### config.mk
export PLATFORM = sky130hd
export DESIGN_NAME = response_frame_parser
export DESIGN_NICKNAME = d
export VERILOG_FILES = /design/src/design/rfp_pkg.sv /design/src/design/response_frame_parser.sv /design/src/design/rfp_front.sv /design/src/design/rfp_queue.sv /design/src/design/rfp_back.sv
export SDC_FILE = /design/constraint.sdc
export NUM_CORES = 1
export LEC_CHECK = 0
export BUFFER_PORTS_ARGS = -buffer_cell sky130_fd_sc_hd__buf_2
export CAP_MARGIN = 25
export CORE_UTILIZATION = 41
export CTS_CLUSTER_DIAMETER = 200
export DETAILED_ROUTE_END_ITERATION = 16
export SKIP_CTS_REPAIR_TIMING = 1
export SYNTH_ARGS = -nofsm -noshare
export SYNTH_HDL_FRONTEND = slang
export SYNTH_SLANG_ARGS = --single-unit
### constraint.sdc
create_clock -name clk -period 9.93 [get_ports clk]
set_clock_uncertainty 0.05 [all_clocks]
set_input_delay 0.4965 -clock clk [delete_from_list [all_inputs] [get_ports clk]]
set_output_delay 0.4965 -clock clk [all_outputs]
set_load 0.1 [all_outputs]
### src/design/rfp_pkg.sv
// shared types and constants for the response frame parser
package rfp_pkg;

	localparam int QueueDepthDefault = 4;

	localparam logic [7:0] PREAMBLE_1 = 8'hAA;
	localparam logic [7:0] PREAMBLE_2 = 8'hBB;
	localparam logic [7:0] STUFF_BYTE = 8'h00;

	localparam logic [1:0] KIND_DATA = 2'd0;
	localparam logic [1:0] KIND_GOOD = 2'd1;
	localparam logic [1:0] KIND_BAD  = 2'd2;

	// one received request after classification
	typedef struct packed {
		logic [7:0] rx_byte;
		logic       is_timeout;
		logic       is_pre1;
		logic       is_pre2;
		logic       is_stuff;
	} rfp_item_t;

endpackage

### src/design/response_frame_parser.sv
// top level of the response frame parser
// Byte-serial deframer for reader response frames (AA BB, 16-bit little-endian
// length, payload, xor checksum). One request is taken per clock when both
// sides keep up. An accepted request goes first into the classifier
// register and then into the queue; the state machine loads the result
// register from the queue head at the edge that pops the queue.
// The rate of one request per cycle is set by the frame state machine, which
// retires one queued request per cycle whenever the result register is free
// or being taken. The queue of QUEUE_DEPTH entries lets the input side keep
// accepting while the output side stalls. Payload bytes come out as kind 0
// with their index; the checksum byte ends the frame as kind 1 (good) or
// kind 2 (bad) with the payload count. A stuffing zero after an AA inside the
// payload is dropped. Timeout requests and preamble or length bytes give no
// result.
module response_frame_parser
	import rfp_pkg::*;
#(
	parameter int QUEUE_DEPTH = QueueDepthDefault
) (
	input  logic        clk,
	input  logic        arst_n,
	input  logic        in_valid,
	output logic        in_ready,
	input  logic [7:0]  rx_byte,
	input  logic        is_timeout,
	output logic        out_valid,
	input  logic        out_ready,
	output logic [1:0]  kind,
	output logic [7:0]  data_byte,
	output logic [15:0] byte_index
);

	// classified request into the queue
	logic      push_valid;
	logic      push_ready;
	rfp_item_t push_item;

	// queue head toward the state machine
	logic      pop_valid;
	logic      pop_ready;
	rfp_item_t pop_item;

	rfp_front u_front (
		.clk        (clk),
		.arst_n     (arst_n),
		.in_valid   (in_valid),
		.in_ready   (in_ready),
		.rx_byte    (rx_byte),
		.is_timeout (is_timeout),
		.push_valid (push_valid),
		.push_ready (push_ready),
		.push_item  (push_item)
	);

	// decouples classification from frame handling
	rfp_queue #(
		.DEPTH (QUEUE_DEPTH)
	) u_queue (
		.clk        (clk),
		.arst_n     (arst_n),
		.push_valid (push_valid),
		.push_ready (push_ready),
		.push_item  (push_item),
		.pop_valid  (pop_valid),
		.pop_ready  (pop_ready),
		.pop_item   (pop_item)
	);

	// frame state, length, count and checksum live here
	rfp_back u_back (
		.clk        (clk),
		.arst_n     (arst_n),
		.pop_valid  (pop_valid),
		.pop_ready  (pop_ready),
		.pop_item   (pop_item),
		.out_valid  (out_valid),
		.out_ready  (out_ready),
		.kind       (kind),
		.data_byte  (data_byte),
		.byte_index (byte_index)
	);

endmodule

### src/design/rfp_front.sv
// front stage: takes requests and tags them with byte classes
module rfp_front
	import rfp_pkg::*;
(
	input  logic       clk,
	input  logic       arst_n,
	input  logic       in_valid,
	output logic       in_ready,
	input  logic [7:0] rx_byte,
	input  logic       is_timeout,
	output logic       push_valid,
	input  logic       push_ready,
	output rfp_item_t  push_item
);

	logic      vld_s1;
	rfp_item_t item_s1;

	assign in_ready   = !vld_s1 || push_ready;
	assign push_valid = vld_s1;
	assign push_item  = item_s1;

	always_ff @(posedge clk or negedge arst_n) begin
		if (!arst_n) begin
			vld_s1 <= 1'b0;
		end else if (in_ready) begin
			vld_s1 <= in_valid;
		end
	end

	always_ff @(posedge clk) begin
		if (in_valid && in_ready) begin
			item_s1.rx_byte    <= rx_byte;
			item_s1.is_timeout <= is_timeout;
			item_s1.is_pre1    <= (rx_byte == PREAMBLE_1);
			item_s1.is_pre2    <= (rx_byte == PREAMBLE_2);
			item_s1.is_stuff   <= (rx_byte == STUFF_BYTE);
		end
	end

endmodule

### src/design/rfp_queue.sv
// small fifo between the classifier and the frame state machine
module rfp_queue
	import rfp_pkg::*;
#(
	parameter int DEPTH = QueueDepthDefault
) (
	input  logic      clk,
	input  logic      arst_n,
	input  logic      push_valid,
	output logic      push_ready,
	input  rfp_item_t push_item,
	output logic      pop_valid,
	input  logic      pop_ready,
	output rfp_item_t pop_item
);

	localparam int PtrW = (DEPTH > 1) ? $clog2(DEPTH) : 1;
	localparam int CntW = $clog2(DEPTH + 1);
	localparam logic [PtrW-1:0] PtrLast = PtrW'(DEPTH - 1);
	localparam logic [CntW-1:0] CntFull = CntW'(DEPTH);

	rfp_item_t       mem_q [DEPTH];
	logic [PtrW-1:0] wr_ptr_q;
	logic [PtrW-1:0] rd_ptr_q;
	logic [CntW-1:0] count_q;
	logic            do_push;
	logic            do_pop;

	assign push_ready = (count_q != CntFull);
	assign pop_valid  = (count_q != '0);
	assign pop_item   = mem_q[rd_ptr_q];
	assign do_push    = push_valid && push_ready;
	assign do_pop     = pop_valid && pop_ready;

	always_ff @(posedge clk or negedge arst_n) begin
		if (!arst_n) begin
			wr_ptr_q <= '0;
			rd_ptr_q <= '0;
			count_q  <= '0;
		end else begin
			if (do_push) begin
				wr_ptr_q <= (wr_ptr_q == PtrLast) ? '0 : wr_ptr_q + 1'b1;
			end
			if (do_pop) begin
				rd_ptr_q <= (rd_ptr_q == PtrLast) ? '0 : rd_ptr_q + 1'b1;
			end
			if (do_push && !do_pop) begin
				count_q <= count_q + 1'b1;
			end else if (do_pop && !do_push) begin
				count_q <= count_q - 1'b1;
			end
		end
	end

	always_ff @(posedge clk) begin
		if (do_push) begin
			mem_q[wr_ptr_q] <= push_item;
		end
	end

endmodule

### src/design/rfp_back.sv
// back stage: frame state machine, checksum and result register
module rfp_back
	import rfp_pkg::*;
(
	input  logic        clk,
	input  logic        arst_n,
	input  logic        pop_valid,
	output logic        pop_ready,
	input  rfp_item_t   pop_item,
	output logic        out_valid,
	input  logic        out_ready,
	output logic [1:0]  kind,
	output logic [7:0]  data_byte,
	output logic [15:0] byte_index
);

	typedef enum logic [6:0] {
		PH_IDLE    = 7'b0000001,
		PH_PRE2    = 7'b0000010,
		PH_LEN1    = 7'b0000100,
		PH_LEN2    = 7'b0001000,
		PH_PAYLOAD = 7'b0010000,
		PH_CSUM    = 7'b0100000,
		PH_ERROR   = 7'b1000000
	} phase_t;

	phase_t      phase_q, phase_d;
	logic [15:0] len_q, len_d;
	logic [15:0] cnt_q, cnt_d;
	logic [7:0]  xor_q, xor_d;
	logic        prev_aa_q, prev_aa_d;
	logic        out_vld_q;
	logic [1:0]  kind_q;
	logic [7:0]  data_q;
	logic [15:0] index_q;

	logic        emit;
	logic [1:0]  emit_kind;
	logic [16:0] cnt_next;
	logic [16:0] len_m1;
	logic        last_payload;
	logic        take;

	assign out_valid  = out_vld_q;
	assign kind       = kind_q;
	assign data_byte  = data_q;
	assign byte_index = index_q;

	assign pop_ready = !out_vld_q || out_ready;
	assign take      = pop_valid && pop_ready;

	assign cnt_next     = {1'b0, cnt_q} + 17'd1;
	assign len_m1       = {1'b0, len_q} - 17'd1;
	assign last_payload = (len_q < 16'd2) || (cnt_next >= len_m1);

	always_comb begin
		phase_d   = phase_q;
		len_d     = len_q;
		cnt_d     = cnt_q;
		xor_d     = xor_q;
		prev_aa_d = prev_aa_q;
		emit      = 1'b0;
		emit_kind = KIND_DATA;
		if (pop_item.is_timeout) begin
			phase_d = PH_IDLE;
		end else begin
			unique case (phase_q)
				PH_PRE2: begin
					phase_d = pop_item.is_pre2 ? PH_LEN1 : PH_ERROR;
				end
				PH_LEN1: begin
					len_d   = {8'h00, pop_item.rx_byte};
					phase_d = PH_LEN2;
				end
				PH_LEN2: begin
					len_d     = {pop_item.rx_byte, len_q[7:0]};
					cnt_d     = '0;
					xor_d     = '0;
					prev_aa_d = 1'b0;
					phase_d   = PH_PAYLOAD;
				end
				PH_PAYLOAD: begin
					if (prev_aa_q && pop_item.is_stuff) begin
						// stuffing zero after an aa byte is dropped
						prev_aa_d = 1'b0;
					end else begin
						emit      = 1'b1;
						xor_d     = xor_q ^ pop_item.rx_byte;
						prev_aa_d = pop_item.is_pre1;
						cnt_d     = cnt_next[15:0];
						if (last_payload) begin
							phase_d = PH_CSUM;
						end
					end
				end
				PH_CSUM: begin
					emit      = 1'b1;
					emit_kind = (xor_q == pop_item.rx_byte) ? KIND_GOOD : KIND_BAD;
					phase_d   = PH_IDLE;
				end
				PH_IDLE, PH_ERROR: begin
					phase_d = pop_item.is_pre1 ? PH_PRE2 : PH_ERROR;
				end
				default: begin
					phase_d = pop_item.is_pre1 ? PH_PRE2 : PH_ERROR;
				end
			endcase
		end
	end

	always_ff @(posedge clk or negedge arst_n) begin
		if (!arst_n) begin
			phase_q   <= PH_IDLE;
			len_q     <= '0;
			cnt_q     <= '0;
			xor_q     <= '0;
			prev_aa_q <= 1'b0;
			out_vld_q <= 1'b0;
		end else begin
			if (take) begin
				phase_q   <= phase_d;
				len_q     <= len_d;
				cnt_q     <= cnt_d;
				xor_q     <= xor_d;
				prev_aa_q <= prev_aa_d;
			end
			if (pop_ready) begin
				out_vld_q <= take && emit;
			end
		end
	end

	always_ff @(posedge clk) begin
		if (take && emit) begin
			kind_q  <= emit_kind;
			data_q  <= pop_item.rx_byte;
			index_q <= cnt_q;
		end
	end

endmodule

* Word-level counts from Yosys, hierarchy flattened
Memories as Yosys holds them, arrays and structs flattened. Index checks and enable logic that the tools add are counted.
Storage, ports and cells: memory bits (writable) 48, logic and storage cells 94, memories kept 1, latch bits 0, output and inout bits 28, ROM bits 0, input port bits 13, register bits 95
Memory list:
- u_queue.mem_q | depth 4, width 12, read ports 1, clocked after memory_dff 0, write ports 1, line rfp_queue.sv:22 | rfp_item_t mem_q [DEPTH];
Operators by class: divide/modulo/power cells 0, shifts and indexed selects 0, add/subtract/negate cells 6, eq/ne operators 14, order comparisons 2, $mul 0, multiplexer cells 23, bitwise logic cells 4, reductions and logical operators 25
Operators with widths (number):
- 16-bit one-hot mux with 2 select lines | 2
- 7-bit two-way mux | 5
- 7-bit one-hot mux with 5 select lines | 1
- 16-bit by 1-bit adder with 17-bit output (second input constant) | 1
- 17-bit greater-or-equal comparator | 1
- 16-bit by 1-bit subtractor with 17-bit output (second input constant) | 1
- 8-bit == test (second input constant) | 2
- 16-bit by 2-bit < comparator with 1-bit output (second input constant) | 1
- 16-bit two-way mux | 1
- 8-bit one-hot mux with 2 select lines | 1
- 3-bit AND reduction | 3
- 8-bit == test | 1
- 8-bit logical NOT | 1
- 8-bit two-way mux | 1
- 4-bit AND reduction | 2
- 8-bit XOR | 1
- 7-bit by 2-bit == test with 1-bit output (second input constant) | 1
- 7-bit by 3-bit == test with 1-bit output (second input constant) | 1
- 7-bit by 4-bit == test with 1-bit output (second input constant) | 1
- 7-bit by 5-bit == test with 1-bit output (second input constant) | 1
- 7-bit by 6-bit == test with 1-bit output (second input constant) | 1
- 1-bit logical AND | 7
- 2-bit two-way mux | 3
- 3-bit two-way mux | 2
- 15 further kinds | 32

* Logic depth before layout (Yosys ltp)
Gate-level depths: netlist of run 1.
depth after elaboration 7, mapped depth 11, mapped depth without buffers 11

* Hierarchy
From an unflattened synthesis of run 1, not the netlist that was laid out.
Unflattened totals: cells, all modules 494, area, all modules 6518.8 µm²
By module, submodules not included:
- rfp_back | times used 1, cells an instance 372, area each 3898.7 µm²
- rfp_queue | times used 1, cells an instance 99, area each 2173.3 µm²
- rfp_front | times used 1, cells an instance 23, area each 446.7 µm²

* Least setup slack after synthesis of run 1
OpenSTA, ideal clock, no wires.
path kind register to register, start reg u_back.len_q[4], end reg u_back.phase_q[3], clock period less this slack 3269 ps, stages on the path, launching flop included 11, path buffers 0, arrival time 3073 ps, required time 9734 ps, setup time 146 ps, path slack 6661 ps, path through dfrtp_1 -> or4_1 -> nor3_1 -> nand2_1 -> or4_1 -> ha_1 -> nand4_1 -> or4_1 -> a31oi_1 -> or4_1 -> a41oi_1
On the way: longest elaborated chain between the ends 5
Ends and longest elaborated chain:
- from (decl) | line rfp_back.sv:28 | logic [15:0] len_q, len_d;
- from (signal assigned) | line rfp_back.sv:122 | len_q <= len_d;
- 16-bit by 1-bit subtractor with 17-bit output | line rfp_back.sv:53 | assign len_m1 = {1'b0, len_q} - 17'd1;
- 17-bit greater-or-equal comparator | line rfp_back.sv:54 | assign last_payload = (len_q < 16'd2) || (cnt_next >= len_m1);
- 1-bit logical OR * | line rfp_back.sv:54
- 3-bit by 2-bit != test with 1-bit output (no source line) *
- 3-bit AND reduction (no source line) *
- to (signal assigned) | line rfp_back.sv:121 | phase_q <= phase_d;
- to (decl) | line rfp_back.sv:27 | phase_t phase_q, phase_d;
Every way passes the cells marked *; elsewhere a longest branch is shown, timed or not. A chain may end at the register's enable or synchronous reset.

* Worst setup path after layout of run 1
start reg u_queue.rd_ptr_q[0], end reg u_back.index_q[6] (netlist: u_back.byte_index[6]), enable pin
On the way: longest elaborated chain between the ends 6
Ends and longest elaborated chain:
- from (decl) | line rfp_queue.sv:24 | logic [PtrW-1:0] rd_ptr_q;
- from (signal assigned) | line rfp_queue.sv:45 | rd_ptr_q <= (rd_ptr_q == PtrLast) ? '0 : rd_ptr_q + 1'b1;
- memory read 4 x 12 bit *
- 1-bit logical AND | line rfp_back.sv:83 | if (prev_aa_q && pop_item.is_stuff) begin
- 1-bit two-way mux | line rfp_back.sv:83
- 1-bit one-hot mux with 2 select lines | line rfp_back.sv:67 | unique case (phase_q)
- 1-bit two-way mux * | line rfp_back.sv:64 | if (pop_item.is_timeout) begin
- 1-bit logical AND * | line rfp_back.sv:134 | if (take && emit) begin
- to (signal assigned) | line rfp_back.sv:137 | index_q <= cnt_q;
- to (decl) | line rfp_back.sv:35 | logic [15:0] index_q;
Marks and branches as above.

==> results of run 1 <==
==> cell usage in the layout, fill, tap and decap left out, types with 4 or more instances in the layout <==
cell / count
edfxtp_1: 86
dfrtp_1: 56
buf_2: 40
o21ai_0: 39
nand2_1: 38
xnor2_1: 30
ha_1: 25
nor2_1: 20
clkbuf_16: 18
nor3_1: 15
inv_1: 15
a21oi_1: 15
a21o_1: 15
or3_1: 12
mux4_2: 12
a22o_1: 12
xor2_1: 11
nand4_1: 11
nor3b_1: 11
nor4_1: 9
and2_1: 9
or4_1: 8
nand3_1: 7
and3_1: 5
nand2b_1: 5
nor2b_1: 4
buf_4: 4
==> state kept, by name, summed over array words and instances, names as in the netlist, 3 cells and up <==
signal / cells
u_back.cnt_q: 16
u_back.byte_index: 16
u_queue.mem_q: 48
u_back.data_byte: 8
u_queue.count_q: 3
u_front.push_item: 12
u_back.phase_q: 7
u_back.len_q: 16
u_back.xor_q: 8
==> final cells by class <==
class	count	area, µm²
clock inverter	10	101
sequential	143	4010
fill	1397	8130
timing repair buffer	45	245
inverter	15	56.3
multi-input combinational	337	2460
clock buffer	22	495
tap	216	270
==> routing by layer <==
layer	track usage	routed length, µm
met1	0.200	5600
met2	0.298	6520
met3	0.0491	484
met4	0.0810	221
met5	0	0
==> worst max-delay path by stage <==
stage / from / endpoint / slack, ns / cells after the start
after CTS: u_queue.rd_ptr_q[0]$_DFFE_PN0P_ / u_back.byte_index[0]$_DFFE_PP_ / 6.22 / 4
after floorplan: u_back.len_q[4]$_DFFE_PN0P_ / u_back.phase_q[3]$_DFFE_PN0P_ / 6.66 / 10
after global routing: u_queue.rd_ptr_q[0]$_DFFE_PN0P_ / u_back.byte_index[4]$_DFFE_PP_ / 6.00 / 4
final: u_queue.rd_ptr_q[0]$_DFFE_PN0P_ / u_back.byte_index[6]$_DFFE_PP_ / 6.29 / 4
after detailed placement: u_queue.rd_ptr_q[0]$_DFFE_PN0P_ / u_back.byte_index[0]$_DFFE_PP_ / 6.24 / 4
after global placement: u_queue.rd_ptr_q[0]$_DFFE_PN0P_ / u_back.byte_index[0]$_DFFE_PP_ / 6.30 / 4
==> logic make-up after synthesis <==
family                     count (synthesis)
buffers and inverters                     28
xor gates and xnor gates                  41
adders and majority gates                 26
DFF                                      143
and+or+nand+nor                          163
AOI/OAI and AO/OA                         93
muxes                                     14
==> critical path: stages, from the launching register on <==
cell,delay (ns)
dfrtp_1,0.88
mux4_2,0.68
nor3_1,0.59
and4_1,0.76
buf_4,0.35
==> report_power, final <==
group	total, W	switching, W	leakage, nW	internal [W]
combinational	0.000524	0.000295	1.28	0.000229
clock	0.000623	0.000241	0.284	0.000381
sequential	0.000803	0.0000707	1.49	0.000733
==> per-stage QoR <==
stage / instance area (µm²) / power [W] / setup WS [ns] / std cells
after floorplan: 6600 / 0.00121 / 6.66 / 508
after global placement: 7030 / 0.00133 / 6.30 / 755
after detailed placement: 7030 / 0.00135 / 6.24 / 755
after CTS: 7630 / 0.00198 / 6.22 / 787
after global routing: 7640 / 0.00207 / 6.00 / 788
final: 7640 / 0.00195 / 6.29 / 788
==> impl_metrics.env, run 1 <==
export IMPL_ant_nets=0
export IMPL_worstSetupPathType="reg -> reg"
export IMPL_nNetsFinal=598
export IMPL_io_pins=41
export IMPL_reg2reg_from="u_queue.rd_ptr_q[0]$_DFFE_PN0P_"
export IMPL_synthArstFlopShare=0.399
export IMPL_drive_above_1_share=0.163
export IMPL_gp_congestion=0.802
export IMPL_cts_root_buffer="clkbuf_16"
export IMPL_synth_top_cell_area_share=0.391
export IMPL_synth_top_family_by_area="simple AND/OR/NAND/NOR gates"
export IMPL_syn_area_per_cell_um2=13.0
export IMPL_area_growth_syn_to_layout_pct=15.8
export IMPL_htreeDepth=4
export IMPL_grt_max_degree=58
export IMPL_synth_seq_area_share=0.608
export IMPL_grtUsageTotal=0.173
export IMPL_period_share=0.367
export IMPL_synthAdderAreaFrac=0.0504
export IMPL_hold_class="in -> async"
export IMPL_tightest_slew_ns=0.801
export IMPL_synth_warnings=0
export IMPL_finalSetupViolCount=0
export IMPL_synth_edff_count=86
export IMPL_synthSimpleGateAreaFrac=0.135
export IMPL_endpoint_kind="flop"
export IMPL_avgRoutedWirePerCell_um=16.3
export IMPL_peakVddDrop_mv=0.227
export IMPL_critPathArrivalTime_ns=3.70
export IMPL_grt_pass1_vias=4125
export IMPL_path_max_fanout=16
export IMPL_overflow=0
export IMPL_yosysMostFrequentCell="edfxtp_1"
export IMPL_timing_hold_ws_ns=0.165
export IMPL_r2r_end="u_back.byte_index[6]$_DFFE_PP_"
export IMPL_slew_violations=0
export IMPL_finalSetupTns_ns=0
export IMPL_initialDrtViolationCount=256
export IMPL_die_area_um2=16600
export IMPL_post_route_util=0.485
export IMPL_synth_compound_area_frac=0.0889
export IMPL_powerDensity_nw_per_um2=255
export IMPL_slew_headroom=0.452
export IMPL_antenna_found_initial=0
export IMPL_worstSkewPairLatency_ns=0.43
export IMPL_p_leak_nw=3.05
export IMPL_vias=4134
export IMPL_cts_clk_slew_worst_paths_ns=0.06
export IMPL_synth_commonest_cells="edfxtp_1, dfrtp_1, o21ai_0, nand2_1, xnor2_1"
export IMPL_synth_nets=547
export IMPL_antenna_cells=0
export IMPL_r2r_cells=4
export IMPL_dp_hpwl_mm=8.85
export IMPL_grt_pass1_wl_mm=21.1
export IMPL_cts_buffers=17
export IMPL_synth_mux_area_frac=0.0442
export IMPL_clock_fmax_mhz=275
export IMPL_cts_sinks=143
export IMPL_period_minus_slack_ns=3.64
export IMPL_maxCapViolations=0
export IMPL_yosysTopAreaCell="edfxtp_1"
export IMPL_portBuffers=40
export IMPL_die_width_um=129
export IMPL_synth_cells=508
export IMPL_drc_errors=0
export IMPL_fp_coreArea_um2=15800
export IMPL_synth_ff_type="edfxtp_1"
export IMPL_hold_viol=0
export IMPL_cp_required_ns=9.99
export IMPL_clockBufferDepth=2
export IMPL_rsz0062_at_grt="no"
export IMPL_ys_seq_elements=143
export IMPL_dr_pass1_iters=4
export IMPL_synth_area_um2=6600
export IMPL_status="complete, no violations"
export IMPL_drt_total_wl_mm=12.8
export IMPL_yosys_top_cells_area="edfxtp_1, dfrtp_1, ha_1"
export IMPL_drt_vias_per_instance=5.25
export IMPL_reg2reg_slack_ns=6.29
export IMPL_std_cell_rows=46
export IMPL_die_h_um=129
export IMPL_initial_utilization=0.419
export IMPL_cp_start_kind="flop"
export IMPL_synth_cell_type_count=48
export IMPL_synthXorXnorAreaFrac=0.0544
export IMPL_cts_tree="yes"
Power figures use the tool's default switching activity.
==> inputs of run 2 (changes only) <==
--- a/config.mk
+++ b/config.mk
@@ -5,6 +5,7 @@
 export SDC_FILE = /design/constraint.sdc
 export NUM_CORES = 1
 export LEC_CHECK = 0
+export ABC_AREA = 1
 export BUFFER_PORTS_ARGS = -buffer_cell sky130_fd_sc_hd__buf_2
 export CAP_MARGIN = 25
 export CORE_UTILIZATION = 41
==> constraint.sdc (replaced) <==
create_clock -name clk -period 3.06 [get_ports clk]
set_clock_uncertainty 0.05 [all_clocks]
set_input_delay 0.153 -clock clk [delete_from_list [all_inputs] [get_ports clk]]
set_output_delay 0.153 -clock clk [all_outputs]
set_load 0.1 [all_outputs]
==> run 2 against run 1 <==
The run now ends with negative hold slack left. Global-route usage up 0.95 points. Combinational power increased to 5.1 times the previous value. Synthesized cell count up 32%. Sequential power rose to 3.4 times the previous value. Utilization up 2.9 points. Sequential share of layout area fell by 3.7 points. Worst hold slack worse by 0.21 ns. Largest cell class unchanged.
==> impl_metrics.env, run 2 <==
export IMPL_post_route_util=0.514
export IMPL_slew_headroom=0.467
export IMPL_synth_seq_area_share=0.590
export IMPL_die_h_um=131
export IMPL_cp_slowest_cell="dfrtp_1"
export IMPL_regMostFlops="u_queue.mem_q"
export IMPL_gp_congestion=0.858
export IMPL_final_seq_area_um2=4010
export IMPL_timing_hold_ws_ns=-0.0408
export IMPL_synthArstFlopShare=0.399
export IMPL_portBuffers=40
export IMPL_cts_root_buffer="clkbuf_16"
export IMPL_grtUsageTotal=0.183
export IMPL_period_minus_slack_ns=3.01
export IMPL_vias=4843
export IMPL_powerDensity_nw_per_um2=910
export IMPL_cts_sinks=143
export IMPL_yosys_top_cells_area="edfxtp_1, dfrtp_1, nand2_1"
export IMPL_r2r_cells=22
export IMPL_avgRoutedWirePerCell_um=14.6
export IMPL_die_area_um2=17100
export IMPL_grt_pass1_wl_mm=22.8
export IMPL_worstSetupPathType="reg -> reg"
export IMPL_htreeDepth=4
export IMPL_fin_area_um2=8220
export IMPL_yosysTopAreaCell="edfxtp_1"
export IMPL_antenna_cells=0
export IMPL_fillers=1466
export IMPL_critPathArrivalTime_ns=3.31
export IMPL_endpoint_kind="flop"
export IMPL_synth_nets=710
export IMPL_worstSkewPairLatency_ns=0.43
export IMPL_period_share=0.983
export IMPL_cp_required_ns=3.36
export IMPL_ant_nets=0
export IMPL_cp_cell_sequence="ha_2 -> nand2_2 -> nor2_4 -> nand3_2 -> nor2_4 -> nand2_2 -> nor2_4 -> inv_2 -> nor2_2 -> xor2_1 -> ha_1 -> nand2_1 -> inv_1 -> nand2_1 -> nand2_1 -> a21oi_2 -> nand3_1 -> nor2_2 -> nand3_4 -> nand3_4 -> nand2_1 -> nand2_1"
export IMPL_synth_warnings=0
export IMPL_hold_depth=4
export IMPL_antenna_found_initial=0
export IMPL_hold_viol=1
export IMPL_worst_path_most_repeated_cell="nand2_1"
export IMPL_synth_ff_type="edfxtp_1"
export IMPL_nNetsFinal=793
export IMPL_finalSetupViolCount=0
export IMPL_hold_class="in -> reg"
export IMPL_hold_end="u_back.out_valid$_DFFE_PN0N_"
export IMPL_layout_common_cells="nand2_1, edfxtp_1, inv_1"
export IMPL_multi_input_area_um2=2470
export IMPL_dp_hpwl_mm=10.2
export IMPL_dr_pass1_iters=5
export IMPL_synth_top_cell_area_share=0.380
export IMPL_p_leak_nw=3.72
export IMPL_place_area_um2=7330
export IMPL_maxCapViolations=0
export IMPL_overflow=0
export IMPL_final_common_cell="nand2_1"
export IMPL_cp_start_kind="flop"
export IMPL_hold_path_startpoint="out_ready"
export IMPL_std_cell_rows=46
export IMPL_cts_clk_slew_worst_paths_ns=0.07
export IMPL_critPathMaxStageDelay_ns=0.39
export IMPL_clockBufferDepth=2
export IMPL_initialDrtViolationCount=234
export IMPL_syn_area_per_cell_um2=10.1
export IMPL_failed_checks="negative hold slack"
export IMPL_fp_coreArea_um2=16000
export IMPL_largest_reg_flops=48
export IMPL_drt_total_wl_mm=14.4
export IMPL_slew_violations=0
export IMPL_synth_commonest_cells="nand2_1, inv_1, edfxtp_1, nor2_1, dfrtp_1"
export IMPL_synth_area_um2=6790
export IMPL_drive_above_1_share=0.194
export IMPL_cts_tree="yes"
export IMPL_tightest_slew_ns=0.799
export IMPL_peakVddDrop_mv=0.750
export IMPL_cp_num_buf_inv=2
export IMPL_grt_pass1_vias=4733
export IMPL_reg2reg_slack_ns=0.05
export IMPL_synth_edff_count=86
export IMPL_status="finished, violations left"
export IMPL_r2r_end="u_back.phase_q[3]$_DFFE_PN0P_"
export IMPL_yosysMostFrequentCell="nand2_1"
export IMPL_ys_seq_elements=143
export IMPL_reg2reg_from="u_back.cnt_q[1]$_DFFE_PN0P_"
export IMPL_area_growth_syn_to_layout_pct=21.1
export IMPL_cts_buffers=17
export IMPL_drc_errors=0
export IMPL_io_pins=41
export IMPL_initial_utilization=0.424
export IMPL_critical_path_top_delay_family="simple AND/OR/NAND/NOR gates"
export IMPL_drt_vias_per_instance=4.93
export IMPL_rsz0062_at_grt="yes"
export IMPL_clock_fmax_mhz=332
export IMPL_synth_cell_type_count=41
export IMPL_path_max_fanout=7
export IMPL_die_width_um=131
export IMPL_synth_cells=671
export IMPL_grt_max_degree=36
[run 2: cell count changes in the layout (fill, tap and decap cells not counted), sizes merged, moves of 14 or more]
| cell | change |
|---|---|
| a21o | -14 |
| xnor2 | -26 |
| nand2 | +115 |
| buf | +21 |
| xor2 | +17 |
| inv | +86 |
| o22ai | +15 |
| nand3 | +34 |
| nor2 | +47 |
[run 2: tightest hold or removal path: stages]
cell and delay [ns]:
buf_2 0.07, nor2_1 0.04, inv_1 0.06, o21ai_0 0.08
[run 2: cells by family (layout without fill, tap and decap cells)]
family                   after synthesis  after routing  synth area share
AND/OR/NAND/NOR                      293            293             0.194
flip-flops                           143            143             0.590
buffers and inverters                106            202            0.0626
adder cells (fa/ha/maj)               26             26            0.0490
multiplexers                           1              1           0.00166
XOR/XNOR                              32             32            0.0413
AO/OA/AOI/OAI                         70             70            0.0608
[run 2: through the flow]
stage / TNS, ns / total power [W] / worst slack, ns / instances
2_1_floorplan: 0 / 0.00460 / 0.294 / 671
3_3_place_gp: 0 / 0.00519 / 0.0878 / 932
3_5_place_dp: -0.870 / 0.00530 / -0.138 / 932
4_1_cts: -0.985 / 0.00742 / -0.151 / 964
5_1_grt: -1.37 / 0.00801 / -0.216 / 983
6_report: 0 / 0.00748 / 0.0508 / 983
[run 2: layer usage]
metal  GRT usage  vias up  wire length [µm]
met5           0        -                 0
met3      0.0419       21               481
met1       0.203     2329              6040
li1            -     2399                 -
met4      0.0872        0               307
met2       0.329       94              7540
[run 2: how the worst max path moves through the flow]
| stage | cells past startpoint | slack [ns] | start | endpoint |
|---|---|---|---|---|
| CTS | 21 | -0.15 | u_back.len_q[0]$_DFFE_PN0P_ | u_back.phase_q[3]$_DFFE_PN0P_ |
| detailed placement | 21 | -0.14 | u_back.len_q[0]$_DFFE_PN0P_ | u_back.phase_q[3]$_DFFE_PN0P_ |
| floorplan | 5 | 0.29 | u_back.out_valid$_DFFE_PN0N_ | u_back.byte_index[0]$_DFFE_PP_ |
| global placement | 22 | 0.09 | u_back.len_q[0]$_DFFE_PN0P_ | u_back.phase_q[3]$_DFFE_PN0P_ |
| finish | 22 | 0.05 | u_back.cnt_q[1]$_DFFE_PN0P_ | u_back.phase_q[3]$_DFFE_PN0P_ |
| global route | 22 | -0.22 | u_back.cnt_q[1]$_DFFE_PN0P_ | u_back.phase_q[5]$_DFFE_PN0P_ |
[run 2: area by class of cell]
type                       count  share of cell area
sequential                   143               0.488
multi-input combinational    422               0.301
timing repair buffer          77              0.0615
clock buffer                  17              0.0517
inverter                      93              0.0428
tap                          216              0.0329
clock inverter                15              0.0224
[run 2: where the power goes]
group          internal [W]  switching (W)  total [W]
clock network       0.00118       0.000915    0.00209
registers           0.00248       0.000227    0.00270
logic              0.000964        0.00172    0.00269
==> inputs of run 3 (changes only) <==
--- a/config.mk
+++ b/config.mk
@@ -8,9 +8,12 @@
 export ABC_AREA = 1
 export BUFFER_PORTS_ARGS = -buffer_cell sky130_fd_sc_hd__buf_2
 export CAP_MARGIN = 25
+export CORE_ASPECT_RATIO = 1.4
 export CORE_UTILIZATION = 41
 export CTS_CLUSTER_DIAMETER = 200
 export DETAILED_ROUTE_END_ITERATION = 16
+export PLACE_DENSITY = 0.7
+export SETUP_SLACK_MARGIN = 0.02
 export SKIP_CTS_REPAIR_TIMING = 1
 export SYNTH_ARGS = -nofsm -noshare
 export SYNTH_HDL_FRONTEND = slang
==> run 3 against run 2 <==
The flow still finishes with violations (negative hold slack). Via count decreased by 0.12%. Count of clock-buffer cells in the layout increased by 1. Cell count decreased by 1.0%. Die area about the same. Global-route usage decreased by 2.0 points. Combinational power about the same. Sequential share of layout area decreased by 0.45 points. Critical path depth decreased by 2. Sequential power about the same. Sequential cell count unchanged. Worst setup slack improved by 0.025 ns. Critical endpoint is now u_back.phase_q[4]$_DFFE_PN0P_. Largest cell class unchanged. Largest power group unchanged. Highest routed layer unchanged.
==> impl_metrics.env, run 3 (synthesized netlist as in run 2, its figures left out) <==
export IMPL_gp_congestion=0.809
export IMPL_p_comb_frac=0.362
export IMPL_worstSkewPairLatency_ns=0.41
export IMPL_path_max_fanout=7
export IMPL_fp_coreArea_um2=16200
export IMPL_period_minus_slack_ns=2.98
export IMPL_worstSetupPathType="reg -> reg"
export IMPL_finalWorstSetupSlack_ns=0.0755
export IMPL_portBuffers=40
export IMPL_avgRoutedWirePerCell_um=14.2
export IMPL_nNetsFinal=800
export IMPL_grtUsageTotal=0.163
export IMPL_critPathArrivalTime_ns=3.28
export IMPL_io_pins=41
export IMPL_area_growth_syn_to_layout_pct=22.2
export IMPL_p_leak_nw=3.74
export IMPL_dp_slack_ns=-0.0523
export IMPL_antenna_found_initial=0
export IMPL_switching_share=0.369
export IMPL_maxCapViolations=0
export IMPL_powerDensity_nw_per_um2=893
export IMPL_die_h_um=154
export IMPL_hold_class="in -> reg"
export IMPL_fin_area_um2=8300
export IMPL_cp_required_ns=3.35
export IMPL_final_common_cell="nand2_1"
export IMPL_cts_root_buffer="clkbuf_16"
export IMPL_cts_clk_slew_worst_paths_ns=0.06
export IMPL_grtUsageMet1=0.168
export IMPL_period_share=0.975
export IMPL_rsz0062_at_grt="yes"
export IMPL_cts_sinks=143
export IMPL_seqPwrFrac=0.365
export IMPL_slew_violations=0
export IMPL_largest_reg_flops=48
export IMPL_clock_fmax_mhz=335
export IMPL_grt_max_degree=41
export IMPL_layout_common_cells="nand2_1, edfxtp_1, inv_1"
export IMPL_ant_nets=0
export IMPL_cp_start_kind="flop"
export IMPL_initial_utilization=0.420
export IMPL_grt_pass1_wl_mm=21.6
export IMPL_grt_util_met2=0.308
export IMPL_slew_headroom=0.638
export IMPL_overflow=0
export IMPL_cts_buffers=17
export IMPL_dr_pass1_iters=5
export IMPL_die_area_um2=17100
export IMPL_p_int_w=0.00468
export IMPL_tightest_slew_ns=0.541
export IMPL_drc_errors=0
export IMPL_p_switching_w=0.00273
export IMPL_std_cell_rows=55
export IMPL_regMostFlops="u_queue.mem_q"
export IMPL_clockBufferDepth=2
export IMPL_endpoint_kind="flop"
export IMPL_drt_total_wl_mm=13.8
export IMPL_drt_vias_per_instance=4.97
export IMPL_use_met3=0.0290
export IMPL_htreeDepth=4
export IMPL_busiest_layer="met2"
export IMPL_fillers=1407
export IMPL_vias=4837
export IMPL_place_area_um2=7360
export IMPL_die_width_um=111
export IMPL_cts_tree="yes"
export IMPL_dp_hpwl_mm=9.57
export IMPL_failed_checks="negative hold slack"
export IMPL_status="finished, violations left"
export IMPL_antenna_cells=0
export IMPL_drive_above_1_share=0.211
export IMPL_finalSetupViolCount=0
export IMPL_timing_hold_ws_ns=-0.0148
export IMPL_hold_viol=1
export IMPL_pwr_share_clk=0.274
export IMPL_initialDrtViolationCount=196
export IMPL_grt_pass1_vias=4538
export IMPL_peakVddDrop_mv=0.397
[run 3: cell count changes in the layout (fill, tap and decap cells not counted), moves of 3 or more]
cell	previous run	this run
nand2_1	147	139
nand2_2	5	13
inv_8	7	1
buf_4	26	31
clkinvlp_4	1	5
nor2_1	50	53
[run 3: cell type report]
class                           count  area [µm²]  area share
Sequential cell                   143        4010       0.483
Inverter                           93         352      0.0424
Tap cell                          199         249      0.0300
Timing Repair Buffer               84         583      0.0703
Multi-Input combinational cell    422        2520       0.303
Clock inverter                     14         156      0.0188
Clock buffer                       18         429      0.0517
[run 3: worst max-delay path, cell delays in order (launching register included)]
cell	delay (ns)
dfrtp_1	0.35
ha_2	0.20
nand2_2	0.06
nor2_4	0.14
nand3_4	0.09
nor2_4	0.14
nand2_2	0.07
nor2_2	0.12
inv_1	0.07
nor2_2	0.14
xor2_2	0.23
ha_4	0.25
a21oi_2	0.15
nand2_2	0.07
a21oi_2	0.12
nand3_1	0.07
nor2_1	0.14
nand3_2	0.17
nand3_4	0.16
nand2_1	0.07
nand2_1	0.06
[run 3: power groups by stage]
stage	Sequential, W	Combinational [W]	Clock (W)
final	0.00270	0.00268	0.00203
after CTS	0.00269	0.00256	0.00205
after floorplan	0.00267	0.00192	0
after global placement	0.00271	0.00250	0
after detailed placement	0.00272	0.00254	0
after global routing	0.00274	0.00305	0.00213
[run 3: metrics by stage]
| step | util | cells | TNS [ns] | power, W |
|---|---|---|---|---|
| floorplan | - | 671 | 0 | 0.00460 |
| global placement | 0.455 | 921 | 0 | 0.00522 |
| detailed placement | 0.455 | 921 | -0.208 | 0.00526 |
| CTS | 0.491 | 953 | -0.374 | 0.00730 |
| global route | 0.513 | 973 | -0.944 | 0.00792 |
| finish | 0.513 | 973 | 0 | 0.00741 |
[run 3: path summary, 6_finish.rpt]
path,end,cells after the start,slack (ns),startpoint
worst min register to register,u_back.phase_q[0]$_DFFE_PN1P_,2,0.42,u_back.phase_q[0]$_DFFE_PN1P_
worst max-delay path,u_back.phase_q[4]$_DFFE_PN0P_,20,0.08,u_back.cnt_q[1]$_DFFE_PN0P_
worst min-delay path,u_back.out_valid$_DFFE_PN0N_,4,-0.01,out_ready
min in group asynchronous,u_back.cnt_q[5]$_DFFE_PN0P_,2,0.01,arst_n
max in group asynchronous,u_back.phase_q[0]$_DFFE_PN1P_,4,2.21,arst_n
worst max register to register,u_back.phase_q[4]$_DFFE_PN0P_,20,0.08,u_back.cnt_q[1]$_DFFE_PN0P_
[run 3: per-layer routing]
layer	vias to the layer above	routed length (µm)
met5	-	0
met4	0	454
met3	26	336
met2	98	7640
met1	2294	5380
li1	2419	-
